File: config.mk
export PLATFORM = sky130hd
export DESIGN_NAME = sha1_hash_engine
export DESIGN_NICKNAME = d
export VERILOG_FILES = /design/src/rtl/sha1_pkg.sv /design/src/rtl/sha1_round.sv /design/src/rtl/sha1_sched.sv /design/src/rtl/sha1_hash_engine.sv
export SDC_FILE = /design/constraint.sdc
export NUM_CORES = 2
export LEC_CHECK = 0
export ABC_AREA = 1
export CAP_MARGIN = 40
export CORE_MARGIN = 2
export CORE_UTILIZATION = 39
export DETAILED_ROUTE_END_ITERATION = 8
export DONT_BUFFER_PORTS = 1
export SYNTH_ARGS = -nofsm -noshare
export SYNTH_HDL_FRONTEND = slang
export SYNTH_SLANG_ARGS = --single-unit
export TNS_END_PERCENT = 5
File: constraint.sdc
create_clock -name clk -period 13.1 [get_ports clk]
set_input_delay 1.31 -clock clk [delete_from_list [all_inputs] [get_ports clk]]
set_output_delay 1.31 -clock clk [all_outputs]
set_load 0.03 [all_outputs]
File: src/rtl/sha1_pkg.sv
// Shared types and constants of the SHA-1 hash engine.
package sha1_pkg;

    // Working variables of one compression
    typedef struct packed {
        logic [31:0] a;
        logic [31:0] b;
        logic [31:0] c;
        logic [31:0] d;
        logic [31:0] e;
    } sha1_vars_t;

    // Initial hash value, element 0 is H0
    localparam logic [4:0][31:0] HASH_IV = {
        32'hc3d2e1f0, 32'h10325476, 32'h98badcfe, 32'hefcdab89, 32'h67452301
    };

    // Round constants, one for each group of twenty rounds
    localparam logic [31:0] K_ROUND0 = 32'h5a827999;
    localparam logic [31:0] K_ROUND1 = 32'h6ed9eba1;
    localparam logic [31:0] K_ROUND2 = 32'h8f1bbcdc;
    localparam logic [31:0] K_ROUND3 = 32'hca62c1d6;

    localparam logic [6:0] LAST_ROUND = 7'd79;
    localparam logic [7:0] PAD_MARK   = 8'h80;

endpackage

File: src/rtl/sha1_round.sv
// One SHA-1 round: the shared compression unit, reused for all 80 rounds.
module sha1_round (
    input  sha1_pkg::sha1_vars_t vars_in,
    input  logic [31:0]          w,
    input  logic [6:0]           round_idx,
    output sha1_pkg::sha1_vars_t vars_out
);

    logic [31:0] f;
    logic [31:0] k;
    logic [31:0] temp;

    // Select the round function and constant by round group
    always_comb
    begin
        if (round_idx < 7'd20)
        begin
            f = (vars_in.b & vars_in.c) | (~vars_in.b & vars_in.d);
            k = sha1_pkg::K_ROUND0;
        end
        else if (round_idx < 7'd40)
        begin
            f = vars_in.b ^ vars_in.c ^ vars_in.d;
            k = sha1_pkg::K_ROUND1;
        end
        else if (round_idx < 7'd60)
        begin
            f = (vars_in.b & vars_in.c) | (vars_in.b & vars_in.d) | (vars_in.c & vars_in.d);
            k = sha1_pkg::K_ROUND2;
        end
        else
        begin
            f = vars_in.b ^ vars_in.c ^ vars_in.d;
            k = sha1_pkg::K_ROUND3;
        end
    end

    assign temp = {vars_in.a[26:0], vars_in.a[31:27]} + f + vars_in.e + k + w;

    // Rotate the working variables
    always_comb
    begin
        vars_out.a = temp;
        vars_out.b = vars_in.a;
        vars_out.c = {vars_in.b[1:0], vars_in.b[31:2]};
        vars_out.d = vars_in.c;
        vars_out.e = vars_in.d;
    end

endmodule

File: src/rtl/sha1_sched.sv
// Byte packer and message schedule window of the SHA-1 engine.
module sha1_sched (
    input  logic        clk,
    input  logic        rst_n,
    input  logic        push,       // one byte into the block
    input  logic [7:0]  push_byte,
    input  logic [1:0]  byte_lane,  // byte position within the word, 0 is MSB
    input  logic        step,       // advance one round
    output logic [31:0] w
);

    logic [23:0] acc_reg;
    logic [31:0] win_reg [16];
    logic [31:0] mix;
    logic [31:0] sched_word;

    // Next schedule word from the fixed taps
    assign mix        = win_reg[13] ^ win_reg[8] ^ win_reg[2] ^ win_reg[0];
    assign sched_word = {mix[30:0], mix[31]};
    assign w          = win_reg[0];

    // Collect the upper three bytes of a word
    always_ff @(posedge clk or negedge rst_n)
    begin
        if (!rst_n)
        begin
            acc_reg <= '0;
        end
        else if (push)
        begin
            case (byte_lane)
                2'd0:    acc_reg[23:16] <= push_byte;
                2'd1:    acc_reg[15:8]  <= push_byte;
                2'd2:    acc_reg[7:0]   <= push_byte;
                default: acc_reg        <= acc_reg;
            endcase
        end
    end

    // Shift a full word or a schedule word into the window
    always_ff @(posedge clk)
    begin
        if (push && byte_lane == 2'd3)
        begin
            for (int i = 0; i < 15; i++)
            begin
                win_reg[i] <= win_reg[i + 1];
            end
            win_reg[15] <= {acc_reg, push_byte};
        end
        else if (step)
        begin
            for (int i = 0; i < 15; i++)
            begin
                win_reg[i] <= win_reg[i + 1];
            end
            win_reg[15] <= sched_word;
        end
    end

endmodule

File: src/rtl/sha1_hash_engine.sv
// Top level of the SHA-1 hash engine: sequencer, chaining value and result register.
//
//   channel  | dir | payload
//   s_*      | in  | tdata[7:0] data_byte, tuser has_byte, tlast end_of_message
//   m_*      | out | tdata[159:0] digest_word0..digest_word4, word0 in the lowest bits
//
// A byte that completes a block starts a compression: 80 rounds through the single
// round unit, then one chain add. Message end adds the pad bytes, one per cycle
// outside a compression (at most 64), then eight length bytes, one or two
// compressions and one result load. Reset loads the initial hash value; s_tready
// is low while a block is compressed, padded or its digest waits for the result
// register, which holds until m_tready.
module sha1_hash_engine (
    input  logic         clk,
    input  logic         rst_n,
    input  logic         s_tvalid,
    output logic         s_tready,
    input  logic [7:0]   s_tdata,   // [7:0] data_byte
    input  logic         s_tuser,   // has_byte
    input  logic         s_tlast,   // end_of_message
    output logic         m_tvalid,
    input  logic         m_tready,
    output logic [159:0] m_tdata    // digest_word0, digest_word1, ..., digest_word4
);

    typedef enum logic [2:0] {
        ST_IDLE,
        ST_PAD,
        ST_LEN,
        ST_ROUND,
        ST_ADD,
        ST_EMIT
    } state_t;

    state_t               state_reg, state_next;
    logic [31:0]          chain_reg [5];
    logic [31:0]          chain_next [5];
    logic [60:0]          count_reg, count_next;
    logic [5:0]           pos_reg, pos_next;
    logic [6:0]           round_reg, round_next;
    logic [2:0]           len_cnt_reg, len_cnt_next;
    logic                 end_pend_reg, end_pend_next;
    logic                 pad_first_reg, pad_first_next;
    logic                 len_done_reg, len_done_next;
    logic                 out_valid_reg, out_valid_next;
    logic [159:0]         digest_reg, digest_next;
    logic [63:0]          len_reg, len_next;
    sha1_pkg::sha1_vars_t vars_reg, vars_next;
    sha1_pkg::sha1_vars_t round_out;
    sha1_pkg::sha1_vars_t chain_vars;

    logic                 push;
    logic [7:0]           push_byte;
    logic                 step;
    logic [31:0]          w;

    assign s_tready = (state_reg == ST_IDLE);
    assign m_tvalid = out_valid_reg;
    assign m_tdata  = digest_reg;

    assign chain_vars = '{a: chain_reg[0], b: chain_reg[1], c: chain_reg[2],
                          d: chain_reg[3], e: chain_reg[4]};

    sha1_sched u_sched (
        .clk       (clk),
        .rst_n     (rst_n),
        .push      (push),
        .push_byte (push_byte),
        .byte_lane (pos_reg[1:0]),
        .step      (step),
        .w         (w)
    );

    sha1_round u_round (
        .vars_in   (vars_reg),
        .w         (w),
        .round_idx (round_reg),
        .vars_out  (round_out)
    );

    // Sequence byte intake, padding, rounds and result hand-off
    always_comb
    begin
        state_next     = state_reg;
        chain_next     = chain_reg;
        count_next     = count_reg;
        round_next     = round_reg;
        len_cnt_next   = len_cnt_reg;
        end_pend_next  = end_pend_reg;
        pad_first_next = pad_first_reg;
        len_done_next  = len_done_reg;
        digest_next    = digest_reg;
        len_next       = len_reg;
        vars_next      = vars_reg;
        push           = 1'b0;
        push_byte      = '0;
        step           = 1'b0;
        out_valid_next = out_valid_reg && !m_tready;

        unique case (state_reg)
            ST_IDLE:
            begin
                if (s_tvalid)
                begin
                    end_pend_next  = s_tlast;
                    pad_first_next = s_tlast;
                    if (s_tuser)
                    begin
                        push       = 1'b1;
                        push_byte  = s_tdata;
                        count_next = count_reg + 61'd1;
                    end
                    if (s_tuser && pos_reg == 6'd63)
                    begin
                        vars_next  = chain_vars;
                        state_next = ST_ROUND;
                    end
                    else if (s_tlast)
                    begin
                        state_next = ST_PAD;
                    end
                end
            end
            ST_PAD:
            begin
                if (pad_first_reg)
                begin
                    push           = 1'b1;
                    push_byte      = sha1_pkg::PAD_MARK;
                    pad_first_next = 1'b0;
                end
                else if (pos_reg == 6'd56)
                begin
                    len_next     = {count_reg, 3'b000};
                    len_cnt_next = '0;
                    state_next   = ST_LEN;
                end
                else
                begin
                    push = 1'b1;
                end
                if (push && pos_reg == 6'd63)
                begin
                    vars_next  = chain_vars;
                    state_next = ST_ROUND;
                end
            end
            ST_LEN:
            begin
                push         = 1'b1;
                push_byte    = len_reg[63:56];
                len_next     = {len_reg[55:0], 8'h00};
                len_cnt_next = len_cnt_reg + 3'd1;
                if (len_cnt_reg == 3'd7)
                begin
                    len_done_next = 1'b1;
                    vars_next     = chain_vars;
                    state_next    = ST_ROUND;
                end
            end
            ST_ROUND:
            begin
                step       = 1'b1;
                vars_next  = round_out;
                round_next = round_reg + 7'd1;
                if (round_reg == sha1_pkg::LAST_ROUND)
                begin
                    round_next = '0;
                    state_next = ST_ADD;
                end
            end
            ST_ADD:
            begin
                chain_next[0] = chain_reg[0] + vars_reg.a;
                chain_next[1] = chain_reg[1] + vars_reg.b;
                chain_next[2] = chain_reg[2] + vars_reg.c;
                chain_next[3] = chain_reg[3] + vars_reg.d;
                chain_next[4] = chain_reg[4] + vars_reg.e;
                if (len_done_reg)
                    state_next = ST_EMIT;
                else if (end_pend_reg)
                    state_next = ST_PAD;
                else
                    state_next = ST_IDLE;
            end
            ST_EMIT:
            begin
                if (!out_valid_reg || m_tready)
                begin
                    out_valid_next = 1'b1;
                    digest_next    = {chain_reg[4], chain_reg[3], chain_reg[2],
                                      chain_reg[1], chain_reg[0]};
                    for (int i = 0; i < 5; i++)
                    begin
                        chain_next[i] = sha1_pkg::HASH_IV[i];
                    end
                    count_next     = '0;
                    end_pend_next  = 1'b0;
                    pad_first_next = 1'b0;
                    len_done_next  = 1'b0;
                    state_next     = ST_IDLE;
                end
            end
            default:
            begin
                state_next = ST_IDLE;
            end
        endcase
    end

    assign pos_next = push ? pos_reg + 6'd1 : pos_reg;

    // Hold state, chaining value and the result register
    always_ff @(posedge clk or negedge rst_n)
    begin
        if (!rst_n)
        begin
            state_reg     <= ST_IDLE;
            for (int i = 0; i < 5; i++)
            begin
                chain_reg[i] <= sha1_pkg::HASH_IV[i];
            end
            count_reg     <= '0;
            pos_reg       <= '0;
            round_reg     <= '0;
            len_cnt_reg   <= '0;
            end_pend_reg  <= 1'b0;
            pad_first_reg <= 1'b0;
            len_done_reg  <= 1'b0;
            out_valid_reg <= 1'b0;
            digest_reg    <= '0;
        end
        else
        begin
            state_reg     <= state_next;
            chain_reg     <= chain_next;
            count_reg     <= count_next;
            pos_reg       <= pos_next;
            round_reg     <= round_next;
            len_cnt_reg   <= len_cnt_next;
            end_pend_reg  <= end_pend_next;
            pad_first_reg <= pad_first_next;
            len_done_reg  <= len_done_next;
            out_valid_reg <= out_valid_next;
            digest_reg    <= digest_next;
        end
    end

    // Working variables and length shifter
    always_ff @(posedge clk)
    begin
        vars_reg <= vars_next;
        len_reg  <= len_next;
    end

`ifndef SYNTH
    // Round counter never passes the last round
    assert property (@(posedge clk) disable iff (!rst_n) round_reg <= sha1_pkg::LAST_ROUND)
        else $error("round counter out of range");

    // The last round is always followed by the chain add
    assert property (@(posedge clk) disable iff (!rst_n)
        (state_reg == ST_ROUND && round_reg == sha1_pkg::LAST_ROUND) |=> state_reg == ST_ADD)
        else $error("chain add did not follow the last round");

    // The final block ends on a block boundary
    assert property (@(posedge clk) disable iff (!rst_n)
        state_reg == ST_EMIT |-> (pos_reg == 6'd0 && len_done_reg))
        else $error("digest emitted off a block boundary");
`endif

endmodule

### After elaboration in Yosys (flattened, before gate mapping)

Memories as Yosys holds them, arrays and structs flattened.
Index checks and enable logic that the tools add are counted.

| storage, ports and cells | value |
|---|---|
| bits in registers | 652 |
| bits in writable memories | 512 |
| input bits | 14 |
| output and inout port bits | 162 |
| logic and storage cells | 197 |
| memories | 1 |

Memory list:

| name | depth | bits a word | read ports | clocked after memory_dff | wr ports | line | text |
|---|---|---|---|---|---|---|---|
| u_sched.win_reg | 16 | 32 | 16 | 0 | 16 | sha1_sched.sv:13 | `logic [31:0] win_reg [16];` |

| operators by class | value |
|---|---|
| add/sub/neg operators | 13 |
| $lt $le $gt $ge | 3 |
| equal/unequal tests | 24 |
| muxes and demuxes | 76 |
| bitwise operators | 29 |
| reductions and logical operators | 27 |

Operators by type and width:

| kind | number |
|---|---|
| 160-bit 2-to-1 mux | 5 |
| 32-bit 2-to-1 mux | 21 |
| 160-bit one-hot mux with 4 select lines | 1 |
| 160-bit one-hot mux with 2 select lines | 1 |
| 32-bit adder | 9 |
| 61-bit 2-to-1 mux | 3 |
| 32-bit bitwise XOR | 5 |
| 32-bit AND | 4 |
| 64-bit 2-to-1 mux | 2 |
| 64-bit one-hot mux with 2 select lines | 1 |
| 61-bit one-hot mux with 2 select lines | 1 |
| 32-bit OR | 3 |
| 61-bit by 1-bit adder with 61-bit output, second input constant | 1 |
| 3-bit 2-to-1 mux | 12 |
| 32-bit inverter | 1 |
| 31-bit 2-to-1 mux | 1 |
| 8-bit 2-to-1 mux | 3 |
| 8-bit one-hot mux with 3 select lines | 1 |
| 3-bit one-hot mux with 6 select lines | 1 |
| 1-bit 2-to-1 mux | 17 |
| 1-bit OR | 16 |
| 7-bit by 6-bit < comparator with 1-bit output, second input constant | 2 |
| 2-bit inequality test, second input constant | 7 |
| 6-bit == test, second input constant | 2 |
| other kinds (30) | 52 |

### Logic depth before layout (Yosys ltp)

| logic depth | value |
|---|---|
| depth in word-level cells | 11 |
| gate-level depth with buffers | 24 |
| mapped depth without buffers | 23 |

### Hierarchy

Synthesis repeated with hierarchy kept, for this count alone.

| unflattened totals | value |
|---|---|
| cells, all modules | 7583 |
| area total of the unflattened synthesis | 64147.8 um^2 |

Modules (own cells, without submodules):

| module | times used | cells an instance | area an instance (um^2) |
|---|---|---|---|
| sha1_hash_engine | 1 | 5214 | 37722.4 |
| sha1_sched | 1 | 1310 | 19128.3 |
| sha1_round | 1 | 1059 | 7297.0 |

### Worst setup path before layout

OpenSTA, ideal clock, no wires.

| path | value |
|---|---|
| path kind | input -> register |
| start point | in s_tvalid |
| end point | reg vars_reg[0] (netlist name) (enable) |
| setup time | 917 ps |
| data arrival time | 13178 ps |
| data required time | 12183 ps |
| setup slack | -994 ps |
| stages | 4 |
| buffers on the path | 0 |
| path through | inv_1 nand2_4 nand3_1 a211oi_1 |

| on the way | value |
|---|---|
| cells in the longest elaborated chain, start to end | 2 |

Ends and longest elaborated chain:

| element | line | text |
|---|---|---|
| from (decl) | sha1_hash_engine.sv:16 | `input logic s_tvalid,` |
| 2-bit inequality test (no line) | n/a |  |
| 5-bit AND reduction (no line) | n/a |  |
| to (signal assigned) | sha1_hash_engine.sv:252 | `vars_reg <= vars_next;` |
| to (decl) | sha1_hash_engine.sv:48 | `sha1_pkg::sha1_vars_t vars_reg, vars_next;` |

No other way between the ends.
A chain may end at the register's enable or synchronous reset.

==> metrics.cfg <==
[worst_setup_path]
end_kind = flip-flop
required_ns = 13.57
cpMaxStageDelayCell = nand2_1
crit_fanout = 21
path_cells = nand2_1 -> inv_1 -> nand2_1 -> nand3_1 -> nand2_1 -> inv_1 -> nand2_1 -> nand3_1 -> fa_1 -> ha_1 -> ha_1 -> nand2_1 -> nor2_1 -> inv_1 -> nor2_1 -> nand4_1 -> nand3_1 -> nand2_1 -> nand3_1 -> o21ai_0
rrSetupSlack_ns = 7.04
cpPeakStageDelay_ns = 0.81
crit_arrival_ns = 6.53
crit_path_start_kind = flip-flop
rr_endpoint = vars_reg[147]
path_class = reg -> reg
r2r_cells = 20
rr_startpoint = round_reg[5]
cp_common_cell = nand2_1

[global_routing]
grt_overflow = 0
grt_max_degree = 429
grt_pass1_vias = 43440
grt_pass1_wl_mm = 286.7
grtUsageTotal = 0.2449
grt_antenna_before_repair = 8

[logic_synthesis]
syn_area_um2 = 60960
yosysSeqAreaShare = 0.5384
syn_inst = 6676
synth_most_common_cell = nand2_1
yosysWarnings = 0
synth_top_area_share = 0.3611
synthTopCellsByArea = edfxtp_1 (36%), dfrtp_1 (14%), nand2_1 (11%)
yosysTopAreaCell = edfxtp_1
ys_dominant_reg_cell = edfxtp_1
netlist_top_cells_count = nand2_1 (1821), inv_1 (1020), edfxtp_1 (733), o21ai_0 (510), nor2_1 (453)
synth_enable_flop_cells = 733
ys_seq_elements = 1161
async_reset_ff_frac = 0.3686
avgSynthCellArea_um2 = 9.131
synth_cell_type_count = 58
syn_nets = 7016

[sta]
setup_viol = 0
max_slew.worst_pin.slew_ns = 1.186
slew_headroom = 0.2096
fmax_ghz = 0.1649
slew_viol_final = 0
grt_setup_unrepaired = no
min_period_over_period = 0.4629
hold_viol = 0
fin_tns_setup_ns = 0
min_period_ns = 6.064
skew_ns = 0.04940

[run_status]
status = finished clean

[clock_network]
cts_buffers = 134
numClockSinks = 1161
post_cts_buffers = 0
cts_buffer_depth = 3
ctsResizeCount = 0
clk_latency_ns = 0.79
h-tree-depth = 4
clock-root-buffer = clkbuf_16
cts_tree = yes
clkTransAtPathRegs_ns = 0.06
holdBufCountCts = 0

[detailed_routing]
wl_per_cell_um = 22.19
vias = 45980
drt_first_pass_iters = 6
ant_nets = 0
route.detailed.drc = 0
via_per_inst = 5.188
first_iter_violations = 4371
wirelength_mm = 196.7

[die]
die_x_um = 399.4
die_h_um = 399.4
coreArea_um2 = 155700
io_pins = 176
dieArea_um2 = 159500
initial_utilization = 0.3916
rows = 145

[place]
dp_hpwl_mm = 147.2
dp.cells = 8615
io_buffers = 0
place_congestion = 0.9538

[min_path]
hold_path.class = in -> async

[run]
cap_violations = 0

[cells_and_area]
drive_above_1_share = 0.05969
fin_cells = 8864
fin_util = 0.4363
syn2layout_area_growth_pct = 11.42
largest_reg_flops = 512
nNetsFinal = 7033

routing by layer:
| metal | track usage | vias up | wire length (um) |
|---|---|---|---|
| met1 | 0.3352 | 22310 | 87530 |
| met3 | 0.03779 | 335 | 11220 |
| li1 | - | 21930 | - |
| met4 | 0.09660 | 4 | 8052 |
| met2 | 0.3903 | 1409 | 89870 |
| met5 | 0 | - | 27 |
metrics by stage:
stage                     hold slack [ns]  cell area (um2)  worst slack, ns
after floorplan                    0.4003            60960          -0.7967
after global placement             0.4002            63170            7.360
after detailed placement           0.4045            63290            7.186
after CTS                          0.1630            67910            7.157
after global routing               0.1753            67910            6.565
final                              0.2184            67920            7.036
cells by family (layout without fill, tap and decap cells):
kind of cell / after synthesis / in the layout / synth area share
AO/OA/AOI/OAI: 1032 / 1032 / 0.09267
AND/OR/NAND/NOR: 2804 / 2804 / 0.1887
other: 0 / 4 / 0
XOR/XNOR: 165 / 165 / 0.02371
adder cells (fa/ha/maj): 326 / 326 / 0.08132
multiplexers: 2 / 2 / 0.0003284
flip-flops: 1161 / 1161 / 0.5384
buffers and inverters: 1186 / 1312 / 0.07484
worst max-delay path: cells and delay by family, from the launching register on:
| kind | cells | cell delay, ns |
|---|---|---|
| AND/OR/NAND/NOR | 13 | 3.21 |
| adder cells (fa/ha/maj) | 3 | 1.24 |
| buffers and inverters | 3 | 0.73 |
| flip-flops | 1 | 0.43 |
| AO/OA/AOI/OAI | 1 | 0.10 |
worst max-delay path by stage:
stage | startpoint | endpoint | slack, ns | depth (start not counted)
final | round_reg[5] | vars_reg[147] | 7.04 | 20
after global routing | round_reg[5] | vars_reg[147] | 6.56 | 20
after CTS | round_reg[5] | vars_reg[147] | 7.16 | 20
after detailed placement | round_reg[5] | vars_reg[142] | 7.19 | 19
after global placement | round_reg[3] | vars_reg[143] | 7.36 | 17
after floorplan | m_tready | u_sched.win_reg[0][0] | -0.80 | 8
cell usage in the layout, fill, tap and decap left out, types with 117 or more instances in the layout:
cell type / netlist / routed
clkbuf_16: 0 / 136
nor2_1: 453 / 452
nand3_1: 277 / 277
edfxtp_1: 733 / 733
nand2_1: 1821 / 1819
o21ai_0: 510 / 509
dfrtp_1: 348 / 348
inv_1: 1020 / 1020
fa_1: 117 / 117
a21oi_1: 245 / 245
ha_1: 209 / 209
cell type report:
type	instances	area, um2
antenna	4	10.01
clock buffer	162	3561
fill	15160	87750
inverter	1033	3891
multi-input combinational	4329	23630
timing repair buffer	34	372.9
clock inverter	83	1057
sequential	1161	32820
tap	2058	2575
Power is left out: the tool's default activity adds up to more than one toggle a clock period on the data nets, which glitch-free logic cannot reach.
